File: src/hdl/ppts_pkg.sv
// shared types, opcodes and helpers for the periodic priority task scheduler
// no dependencies; imported by ppts_ctrl, ppts_dp and the core top level
package ppts_pkg;

   localparam int PRIO_W   = 8;
   localparam int PERIOD_W = 16;
   localparam int SEL_W    = 5;
   localparam int SLOTID_W = 6;

   typedef enum logic [1:0] {
      OP_REGISTER = 2'd0,
      OP_TICK     = 2'd1,
      OP_RUN      = 2'd2,
      OP_NONE     = 2'd3
   } op_type;

   typedef enum logic [1:0] {
      ST_IDLE,
      ST_EXEC,
      ST_REDUCE,
      ST_EMIT
   } state_type;

   typedef struct packed {
      logic [1:0]          func;
      logic [SLOTID_W-1:0] slot_id;
      logic                handler_valid;
      logic [PRIO_W-1:0]   task_priority;
      logic [PERIOD_W-1:0] task_period;
   } req_type;

   typedef struct packed {
      logic             register_ok;
      logic             task_found;
      logic [SEL_W-1:0] selected_task;
   } rsp_type;

   typedef struct packed {
      logic capture;
      logic exec;
      logic reduce;
      logic emit;
   } dp_cmd_type;

   typedef struct packed {
      op_type op;
   } dp_status_type;

   // one node of the selection tree
   typedef struct packed {
      logic              valid;
      logic [PRIO_W-1:0] prio;
      logic [SEL_W-1:0]  idx;
   } cand_type;

   // left node holds the lower indices, so it wins ties
   function automatic cand_type cand_pick(cand_type left, cand_type right);
      cand_type pick;
      pick = left;
      if (right.valid && (!left.valid || (right.prio > left.prio))) begin
         pick = right;
      end
      return pick;
   endfunction

endpackage

File: src/hdl/ppts_ctrl.sv
// control state machine of the task scheduler: sequences capture, execute,
// tree reduction and result hand-off; uses ppts_pkg
module ppts_ctrl #(
   parameter int SLOT_COUNT = 8
) (
   input  logic                    clock,
   input  logic                    reset,
   input  logic                    req_valid,
   output logic                    req_stall,
   output logic                    rsp_valid,
   input  logic                    rsp_stall,
   input  ppts_pkg::dp_status_type status,
   output ppts_pkg::dp_cmd_type    cmd
);
   import ppts_pkg::*;

   localparam int LEVELS = (SLOT_COUNT > 1) ? $clog2(SLOT_COUNT) : 0;
   localparam int LVL_W  = (LEVELS > 1) ? $clog2(LEVELS) : 1;

   state_type        state_ff, state_in;
   logic [LVL_W-1:0] lvl_ff, lvl_in;
   logic             rsp_valid_ff, rsp_valid_in;
   logic             out_free;

   always_comb begin
      state_in  = state_ff;
      lvl_in    = lvl_ff;
      cmd       = '0;
      out_free  = !rsp_valid_ff || !rsp_stall;
      unique case (state_ff)
         ST_IDLE: begin
            if (req_valid) begin
               cmd.capture = 1'b1;
               state_in    = ST_EXEC;
            end
         end
         ST_EXEC: begin
            cmd.exec = 1'b1;
            lvl_in   = '0;
            if ((status.op == OP_RUN) && (LEVELS > 0)) begin
               state_in = ST_REDUCE;
            end else begin
               state_in = ST_EMIT;
            end
         end
         ST_REDUCE: begin
            cmd.reduce = 1'b1;
            lvl_in     = LVL_W'(lvl_ff + 1'b1);
            if (lvl_ff == LVL_W'(LEVELS - 1)) begin
               state_in = ST_EMIT;
            end
         end
         ST_EMIT: begin
            if (out_free) begin
               cmd.emit = 1'b1;
               state_in = ST_IDLE;
            end
         end
         default: begin
            state_in = ST_IDLE;
         end
      endcase
      rsp_valid_in = cmd.emit || (rsp_valid_ff && rsp_stall);
   end

   always_ff @(posedge clock) begin
      if (reset) begin
         state_ff     <= ST_IDLE;
         lvl_ff       <= '0;
         rsp_valid_ff <= 1'b0;
      end else begin
         state_ff     <= state_in;
         lvl_ff       <= lvl_in;
         rsp_valid_ff <= rsp_valid_in;
      end
   end

   assign req_stall = (state_ff != ST_IDLE);
   assign rsp_valid = rsp_valid_ff;

endmodule

File: src/hdl/ppts_dp.sv
// datapath of the task scheduler: slot tables, tick update, register write,
// registered selection tree and result register; uses ppts_pkg
module ppts_dp #(
   parameter int SLOT_COUNT = 8
) (
   input  logic                    clock,
   input  logic                    reset,
   input  ppts_pkg::dp_cmd_type    cmd,
   input  ppts_pkg::req_type       req_word,
   output ppts_pkg::dp_status_type status,
   output ppts_pkg::rsp_type       rsp_word
);
   import ppts_pkg::*;

   localparam int LEVELS    = (SLOT_COUNT > 1) ? $clog2(SLOT_COUNT) : 0;
   localparam int TREE_SIZE = 1 << LEVELS;
   localparam int HALF      = TREE_SIZE / 2;

   req_type             req_ff;
   op_type              op;
   logic                reg_ok;

   logic [PERIOD_W-1:0] period_ff [SLOT_COUNT];
   logic [PERIOD_W-1:0] period_in [SLOT_COUNT];
   logic [PERIOD_W-1:0] count_ff  [SLOT_COUNT];
   logic [PERIOD_W-1:0] count_in  [SLOT_COUNT];
   logic [PERIOD_W-1:0] count_inc [SLOT_COUNT];
   logic [PRIO_W-1:0]   prio_ff   [SLOT_COUNT];
   logic [PRIO_W-1:0]   prio_in   [SLOT_COUNT];
   logic [SLOT_COUNT-1:0] ready_ff, ready_in;
   logic [SLOT_COUNT-1:0] used_ff, used_in;

   cand_type            leaf     [TREE_SIZE];
   cand_type            cand_ff  [TREE_SIZE];
   cand_type            cand_in  [TREE_SIZE];
   rsp_type             rsp_ff, rsp_in;

   assign op        = op_type'(req_ff.func);
   assign status.op = op;
   assign reg_ok    = (req_ff.slot_id < SLOTID_W'(SLOT_COUNT)) && req_ff.handler_valid
                      && (req_ff.task_period != '0);

   // leaves past the last slot never win
   for (genvar g = 0; g < TREE_SIZE; g++) begin : g_leaf
      if (g < SLOT_COUNT) begin : g_slot
         assign leaf[g].valid = used_ff[g] && ready_ff[g];
         assign leaf[g].prio  = prio_ff[g];
         assign leaf[g].idx   = SEL_W'(g);
      end else begin : g_pad
         assign leaf[g] = '0;
      end
   end

   always_comb begin
      for (int i = 0; i < SLOT_COUNT; i++) begin
         count_inc[i] = count_ff[i] + 16'd1;
      end
   end

   always_comb begin
      period_in = period_ff;
      count_in  = count_ff;
      prio_in   = prio_ff;
      ready_in  = ready_ff;
      used_in   = used_ff;
      cand_in   = cand_ff;
      rsp_in    = rsp_ff;

      if (cmd.exec && (op == OP_REGISTER) && reg_ok) begin
         for (int i = 0; i < SLOT_COUNT; i++) begin
            if (req_ff.slot_id == SLOTID_W'(i)) begin
               period_in[i] = req_ff.task_period;
               prio_in[i]   = req_ff.task_priority;
               count_in[i]  = '0;
               ready_in[i]  = 1'b0;
               used_in[i]   = 1'b1;
            end
         end
      end

      if (cmd.exec && (op == OP_TICK)) begin
         for (int i = 0; i < SLOT_COUNT; i++) begin
            if (used_ff[i]) begin
               if (count_inc[i] >= period_ff[i]) begin
                  count_in[i] = '0;
                  ready_in[i] = 1'b1;
               end else begin
                  count_in[i] = count_inc[i];
               end
            end
         end
      end

      // one tree level per cycle, folded in place toward node zero
      if (cmd.exec && (op == OP_RUN)) begin
         cand_in = leaf;
      end else if (cmd.reduce) begin
         for (int i = 0; i < HALF; i++) begin
            cand_in[i] = cand_pick(cand_ff[2*i], cand_ff[2*i+1]);
         end
      end

      if (cmd.emit) begin
         rsp_in.register_ok   = (op == OP_REGISTER) && reg_ok;
         rsp_in.task_found    = (op == OP_RUN) && cand_ff[0].valid;
         rsp_in.selected_task = rsp_in.task_found ? cand_ff[0].idx : '0;
         if (rsp_in.task_found) begin
            for (int i = 0; i < SLOT_COUNT; i++) begin
               if (cand_ff[0].idx == SEL_W'(i)) begin
                  ready_in[i] = 1'b0;
               end
            end
         end
      end
   end

   always_ff @(posedge clock) begin
      if (reset) begin
         ready_ff <= '0;
         used_ff  <= '0;
      end else begin
         ready_ff <= ready_in;
         used_ff  <= used_in;
      end
   end

   always_ff @(posedge clock) begin
      if (cmd.capture) begin
         req_ff <= req_word;
      end
      period_ff <= period_in;
      count_ff  <= count_in;
      prio_ff   <= prio_in;
      cand_ff   <= cand_in;
      rsp_ff    <= rsp_in;
   end

   assign rsp_word = rsp_ff;

endmodule

File: src/hdl/periodic_priority_task_scheduler_core.sv
// top level of the periodic priority task scheduler
// instantiates ppts_ctrl and ppts_dp; uses ppts_pkg
//
// usage
// - req channel: req_valid / req_stall / req_word; a word is taken at a rising edge
//   with req_valid high and req_stall low; func selects register, tick or run
// - rsp channel: rsp_valid / rsp_stall / rsp_word; exactly one result word per
//   request word, in order
// - register, tick and unused func load their result word after the execute state;
//   run first passes the levels of the priority tree, clog2(SLOT_COUNT) of them,
//   before its result is loaded; loading waits while the previous result is stalled
// - one word at a time; the next word is taken only after the previous result is
//   loaded into the output register
// - the run search goes through a registered compare tree, one level a cycle
// - the output register parts the two sides: a waiting result does not block the
//   next request; only a second finished result waits for the first to drain
// - reset clears all used and ready flags and the handshake state
module periodic_priority_task_scheduler_core #(
   parameter int SLOT_COUNT = 8
) (
   input  logic              clock,
   input  logic              reset,
   input  logic              req_valid,
   output logic              req_stall,
   input  ppts_pkg::req_type req_word,
   output logic              rsp_valid,
   input  logic              rsp_stall,
   output ppts_pkg::rsp_type rsp_word
);
   import ppts_pkg::*;

   dp_cmd_type    cmd;
   dp_status_type status;

   // sequencing: idle, execute, tree levels, hand-off
   ppts_ctrl #(
      .SLOT_COUNT (SLOT_COUNT)
   ) u_ctrl (
      .clock     (clock),
      .reset     (reset),
      .req_valid (req_valid),
      .req_stall (req_stall),
      .rsp_valid (rsp_valid),
      .rsp_stall (rsp_stall),
      .status    (status),
      .cmd       (cmd)
   );

   // slot tables, tick logic, selection tree and result register
   ppts_dp #(
      .SLOT_COUNT (SLOT_COUNT)
   ) u_dp (
      .clock    (clock),
      .reset    (reset),
      .cmd      (cmd),
      .req_word (req_word),
      .status   (status),
      .rsp_word (rsp_word)
   );

   // one word in flight: an accepted request blocks the next one
   assert property (@(posedge clock) disable iff (reset)
      (req_valid && !req_stall) |=> req_stall)
      else $error("request accepted while another word in flight");

   // a result is either a register answer or a run answer, never both
   assert property (@(posedge clock) disable iff (reset)
      rsp_valid |-> !(rsp_word.register_ok && rsp_word.task_found))
      else $error("register_ok and task_found both set");

   // no selection reported without a found task
   assert property (@(posedge clock) disable iff (reset)
      (rsp_valid && !rsp_word.task_found) |-> (rsp_word.selected_task == '0))
      else $error("selected_task nonzero without task_found");

   // a selected slot is always a real slot
   assert property (@(posedge clock) disable iff (reset)
      (rsp_valid && rsp_word.task_found)
         |-> (32'(rsp_word.selected_task) < 32'(SLOT_COUNT)))
      else $error("selected_task beyond slot count");

endmodule
File: config.mk
export PLATFORM = sky130hd
export DESIGN_NAME = periodic_priority_task_scheduler_core
export DESIGN_NICKNAME = d
export VERILOG_FILES = /design/src/hdl/ppts_pkg.sv /design/src/hdl/ppts_ctrl.sv /design/src/hdl/ppts_dp.sv /design/src/hdl/periodic_priority_task_scheduler_core.sv
export SDC_FILE = /design/constraint.sdc
export NUM_CORES = 1
export LEC_CHECK = 0
export BUFFER_PORTS_ARGS = -buffer_cell sky130_fd_sc_hd__buf_2
export CAP_MARGIN = 20
export CELL_PAD_IN_SITES_DETAIL_PLACEMENT = 2
export CELL_PAD_IN_SITES_GLOBAL_PLACEMENT = 2
export CORE_ASPECT_RATIO = 1.4
export CORE_MARGIN = 1
export CORE_UTILIZATION = 46
export DETAILED_ROUTE_END_ITERATION = 8
export PLACE_DENSITY_LB_ADDON = 0.1
export SLEW_MARGIN = 15
export SYNTH_ARGS = -nofsm -noshare
export SYNTH_HDL_FRONTEND = slang
export SYNTH_SLANG_ARGS = --single-unit
File: constraint.sdc
create_clock -name clock -period 11.2 [get_ports clock]
set_input_delay 1.68 -clock clock [delete_from_list [all_inputs] [get_ports clock]]
set_output_delay 1.68 -clock clock [all_outputs]
set_load 0.05 [all_outputs]
# Word level (Yosys, flattened, before mapping)
# Cells that the tools add are included.
# op_classes
n_eq_ne	23
add_sub_neg	9
n_mux	80
n_reduce_logical	53
n_lt_le_gt_ge	13
# ops
op	count
two-way mux 16 bit	24
two-way mux 128 bit	2
adder 16 x 1 -> 16 bit, second input constant	8
>= comparator 16 bit	8
two-way mux 56 bit	2
two-way mux 14 bit	4
two-way mux 1 bit	39
greater-than comparator 8 bit	4
two-way mux 8 bit	4
equality test 6 x 3 -> 1 bit, second input constant	4
logical AND 1 bit	21
equality test 5 x 3 -> 1 bit, second input constant	4
AND reduction 2 bit	10
nonzero test 16 bit	1
equality test 6 x 2 -> 1 bit, second input constant	2
equality test 5 x 2 -> 1 bit, second input constant	2
equality test 2 bit, second input constant	4
case mux 2 bit (4 select lines)	1
nonzero test 2 bit	4
equality test 6 x 1 -> 1 bit, second input constant	1
logical NOT 1 bit	6
logical NOT 6 bit	1
logical OR 1 bit	6
less-than comparator 6 x 4 -> 1 bit, second input constant	1
10 further kinds	15
# totals
register_bits	473
word_cells	242
input_bits	37

# Depth between registers and ports, before layout
# depth
word_depth	11
ltp_mapped	14

# By module
# A second synthesis with hierarchy kept.
# unflattened
hier_cells	1931
area_unflattened_um2	21991.1
# modules_own_cells
mod	cells_per_inst	n_inst	area_per_inst_um2	seq_area_each_um2
ppts_dp	1894	1	21652.0	12151.7
ppts_ctrl	37	1	339.1	100.1

# Worst setup path after synthesis
# OpenSTA, ideal clock, no wires.
# synth_path
path_type	register -> register
from	register u_dp.req_ff[28] in the netlist's numbering
to	register u_dp.ready_ff[6]
arrival_ps	3374
setup_ps	134
period_less_slack_ps	3507
path_stages_with_launch	8
n_path_buf	1
setup_slack_ps	7693
required_time_ps	11066
cell_sequence	edfxtp_1 > nor4b_2 > nand2_1 > or3_1 > buf_6 > nor3_1 > o22a_1 > a211oi_1
# synth_via
elab_chain_len	11
elab_cells_between_ends	13
cone_classes	1 x order compare; 1 x eq/ne; 8 x mux; 3 x reduce/logical
# synth_lines
element	line_no	source
start: declaration	ppts_dp.sv:19	req_type req_ff;
start signal: assignment	ppts_dp.sv:129	req_ff <= req_word;
less-than comparator 6 x 4 -> 1 bit	ppts_dp.sv:40	assign reg_ok = (req_ff.slot_id < SLOTID_W'(SLOT_COUNT)) && req_ff.handler_valid
logical AND 1 bit	ppts_dp.sv:40	
logical AND 1 bit	ppts_dp.sv:41	&& (req_ff.task_period != '0);
logical AND 1 bit	ppts_dp.sv:69	if (cmd.exec && (op == OP_REGISTER) && reg_ok) begin
two-way mux 8 bit (*)	ppts_dp.sv:69	
two-way mux 1 bit	ppts_dp.sv:84	if (count_inc[i] >= period_ff[i]) begin
two-way mux 1 bit	ppts_dp.sv:83	if (used_ff[i]) begin
two-way mux 8 bit (*)	ppts_dp.sv:81	if (cmd.exec && (op == OP_TICK)) begin
two-way mux 1 bit	ppts_dp.sv:109	if (cand_ff[0].idx == SEL_W'(i)) begin
two-way mux 8 bit	ppts_dp.sv:107	if (rsp_in.task_found) begin
two-way mux 8 bit (*)	ppts_dp.sv:103	if (cmd.emit) begin
end signal: assignment	ppts_dp.sv:122	ready_ff <= ready_in;
end: declaration	ppts_dp.sv:30	logic [SLOT_COUNT-1:0] ready_ff, ready_in;
# Every way passes the cells marked *; elsewhere a longest branch is shown, timed or not.
# A chain may end at the register's enable or synchronous reset.

==> impl_metrics.tcl <==
set metrics [dict create \
    core_area_um2 47300 \
    cp.arrival_ns 5.01 \
    seq_power_share 0.478 \
    maxSlewViolCount 0 \
    ys_warnings 0 \
    layout.filler_cells 4692 \
    path_delay_family "simple AND/OR/NAND/NOR gates" \
    setup_total_negative_slack_ns 0 \
    cts_made_buffers 48 \
    count_leader_synth "sky130_fd_sc_hd__edfxtp_1" \
    initialDrtViolationCount 701 \
    synthCells 1980 \
    gp_routability_congestion 0.808 \
    finalSetupViolations 0 \
    clock_path_buffers 3 \
    fp.dieArea_um2 49000 \
    initial_utilization 0.468 \
    via_cell_ratio 5.91 \
    cts_htree_levels 2 \
    placedCellCount 2621 \
    final_nets 2265 \
    vdd_drop_max_mv 0.188 \
    synth_cell_type_count 74 \
    hp-class "reg2reg" \
    library_cell_occupying_the_most_area_in_the_post_synthesis_netlist "sky130_fd_sc_hd__edfxtp_1" \
    via_count_of_the_first_global_routing_pass 18276 \
    critPathMaxStageDelay_ns 0.73 \
    synth_area_per_inst_um2 11.2 \
    clock_insertion_delay_at_the_later_pin_of_the_skew_report_ns 0.61 \
    rows 94 \
    worstSetupStartpoint "u_dp.count_ff[32]" \
    clk_pin_slew_worst_paths_ns 0.07 \
    finalPower_mw 4.41 \
    synth_seq_area_share 0.553 \
    final_std_cells_w_o_fill 2720 \
    ys_top_cells_by_count "sky130_fd_sc_hd__edfxtp_1, sky130_fd_sc_hd__nand2_1, sky130_fd_sc_hd__inv_1" \
    hold_buffers 0 \
    tightestPinTransition_ns 1.04 \
    timing.setup.critical_path_class "reg2reg" \
    wl_um 69100 \
    sequential_cell_area_um2 12300 \
    powerDensity_nw_per_um2 177 \
    dr_drc_count 0 \
    wl_per_cell_um 25.4 \
    p_int_mw 3.20 \
    post_syn_area_um2 22100 \
    place_hpwl_um 46800 \
    finalCriticalPeriod_ns 4.54 \
    post-cts-setup-buffer-count 0 \
    number_of_enable_flip_flop_cells_after_synthesis 302 \
    placement.io_buffers 43 \
    rr_startpoint "u_dp.count_ff[32]" \
    switching_share 0.275 \
    netlist.area_leader.share 0.410 \
    antenna_violating_nets_post_route 0 \
    hold_path_startpoint "u_dp.leaf[53]" \
    yosys_most_used_dff "sky130_fd_sc_hd__edfxtp_1" \
    global_route_wire_length_before_repair_um 106000 \
    combPwrFrac 0.117 \
    grt_max_degree 57 \
    cells_traversed_along_the_worst_timing_path "ha_1 > nand3_1 > nor4_1 > nand3_1 > xnor2_1 > ha_1 > nand4_1 > nor3_1 > nand2_1 > o211ai_1 > nor2_1 > a221o_1" \
    finalHoldViolCount 0 \
    number_of_search_and_repair_iterations_in_the_first_detailed_routing_pass 4 \
    antenna_found_initial 2 \
    die_width_um 187 \
    critical_path.slowest_cell "sky130_fd_sc_hd__o211ai_1" \
    whs_ns 0.413 \
    synth_top_cells_by_area "sky130_fd_sc_hd__edfxtp_1, sky130_fd_sc_hd__dfxtp_1, sky130_fd_sc_hd__ha_1" \
    cts_root_buffer "sky130_fd_sc_hd__clkbuf_16" \
    tritoncts "built" \
    worst_slew_margin_rel 0.309 \
    cts.sinks 461 \
    post_synth_arst_share 0 \
    rsz_0062_raised_after_global_routing "false" \
    num_io_pins 46 \
    multi_input_area_um2 8970 \
    global_route.overflow_total 0 \
    worst_setup_path_end_kind "register" \
    routed-via-count 16075 \
    worst_setup_path_start_kind "register" \
    timing.clock.skew_ns 0.0271 \
    die_height_um 262 \
    final.period_utilization 0.405 \
    final_layout_size_suffix_gt1_frac 0.0965 \
    maxCapViolCount 0 \
    timing.critical_path.buf_inv 0 \
    cp_data_required_time_ns 11.67 \
    ys_ff_latch 461 \
    fmaxAchievable_mhz 220 \
    final_core_util 0.528 \
    postCtsResizedCells 0 \
    switching_power_mw 1.21 \
    r2r_slack_ns 6.66 \
    area_delta_synth_final_pct 12.8 \
    cp_max_fo 12 \
    outcome "completed" \
    proportion_of_power_drawn_by_the_clock_network 0.405 \
    grt_usage 0.286 \
    power.static_leakage_nw 10.4 \
]
final cells by class:
class | count | share of cell area
sequential | 461 | 0.491
multi-input combinational | 1280 | 0.359
clock buffer | 57 | 0.0532
tap | 624 | 0.0313
inverter | 189 | 0.0285
timing repair buffer | 74 | 0.0204
clock inverter | 33 | 0.0165
antenna | 2 | 0.000200
power groups by stage:
stage	clock, mW	sequential [mW]	combinational, mW
global route	1.87	2.12	0.555
detailed placement	0	2.14	0.503
CTS	1.82	2.11	0.522
floorplan	0	2.09	0.286
global placement	0	2.12	0.472
finish	1.79	2.11	0.516
stage by stage:
step,setup slack (ns),instance area (um2)
2_1_floorplan,7.69,22100
3_3_place_gp,7.02,23100
3_5_place_dp,6.78,23100
4_1_cts,6.72,24900
5_1_grt,6.33,25000
6_report,6.66,25000
layer usage:
layer,track usage,up-vias,wire length [um]
met5,0,-,0
met4,0.115,0,2750
met3,0.0382,134,2150
met2,0.557,303,38000
met1,0.310,8254,26100
li1,-,7384,-
cells in the final DEF (no fill, tap or decap), types with 14 or more instances in the layout:
cell and instances:
sky130_fd_sc_hd__a211oi_1 19, sky130_fd_sc_hd__o21ai_0 69, sky130_fd_sc_hd__mux2i_1 27, sky130_fd_sc_hd__a21o_1 51
sky130_fd_sc_hd__nor3_1 24, sky130_fd_sc_hd__a22o_1 46, sky130_fd_sc_hd__xnor2_1 52, sky130_fd_sc_hd__o31ai_1 38
sky130_fd_sc_hd__o211ai_1 14, sky130_fd_sc_hd__and2_1 19, sky130_fd_sc_hd__buf_4 25, sky130_fd_sc_hd__inv_1 186
sky130_fd_sc_hd__nor2b_1 22, sky130_fd_sc_hd__nand4_1 32, sky130_fd_sc_hd__or3_1 17, sky130_fd_sc_hd__a32o_1 14
sky130_fd_sc_hd__clkbuf_16 50, sky130_fd_sc_hd__ha_1 174, sky130_fd_sc_hd__or2_2 22, sky130_fd_sc_hd__nand2_1 196
sky130_fd_sc_hd__a21oi_1 77, sky130_fd_sc_hd__nand2b_1 28, sky130_fd_sc_hd__dfxtp_1 159, sky130_fd_sc_hd__nand3_1 76
sky130_fd_sc_hd__xor2_1 20, sky130_fd_sc_hd__buf_2 44, sky130_fd_sc_hd__clkinv_2 14, sky130_fd_sc_hd__nor2_1 81
sky130_fd_sc_hd__and3_1 29, sky130_fd_sc_hd__edfxtp_1 302, sky130_fd_sc_hd__nor4_1 24
flip-flops by register name (all words and copies together), names as in the netlist, 5 cells and up:
signal / flops
u_dp.cand_ff: 82
u_dp.used_ff: 8
u_dp.count_ff: 128
u_dp.rsp_word: 5
u_dp.leaf: 64
u_dp.req_ff: 31
u_dp.ready_ff: 8
u_dp.period_ff: 128
path summary, 6_finish.rpt:
kind / endpoint / depth (start not counted)
max reg2reg: u_dp.count_ff[40] / 12
min reg2reg: u_dp.cand_ff[53] / 0
max: u_dp.count_ff[40] / 12
min: u_dp.cand_ff[53] / 0
logic make-up after synthesis:
group                    after synthesis  synth area share
adder cells (fa/ha/maj)              174            0.0983
flip-flops                           461             0.553
multiplexers                          29            0.0134
AND/OR/NAND/NOR                      613             0.141
XOR/XNOR                              72            0.0285
AO/OA/AOI/OAI                        390             0.123
buffers and inverters                240            0.0430
other                                  1          0.000169
No activity file was read; power rests on OpenSTA's default activity.
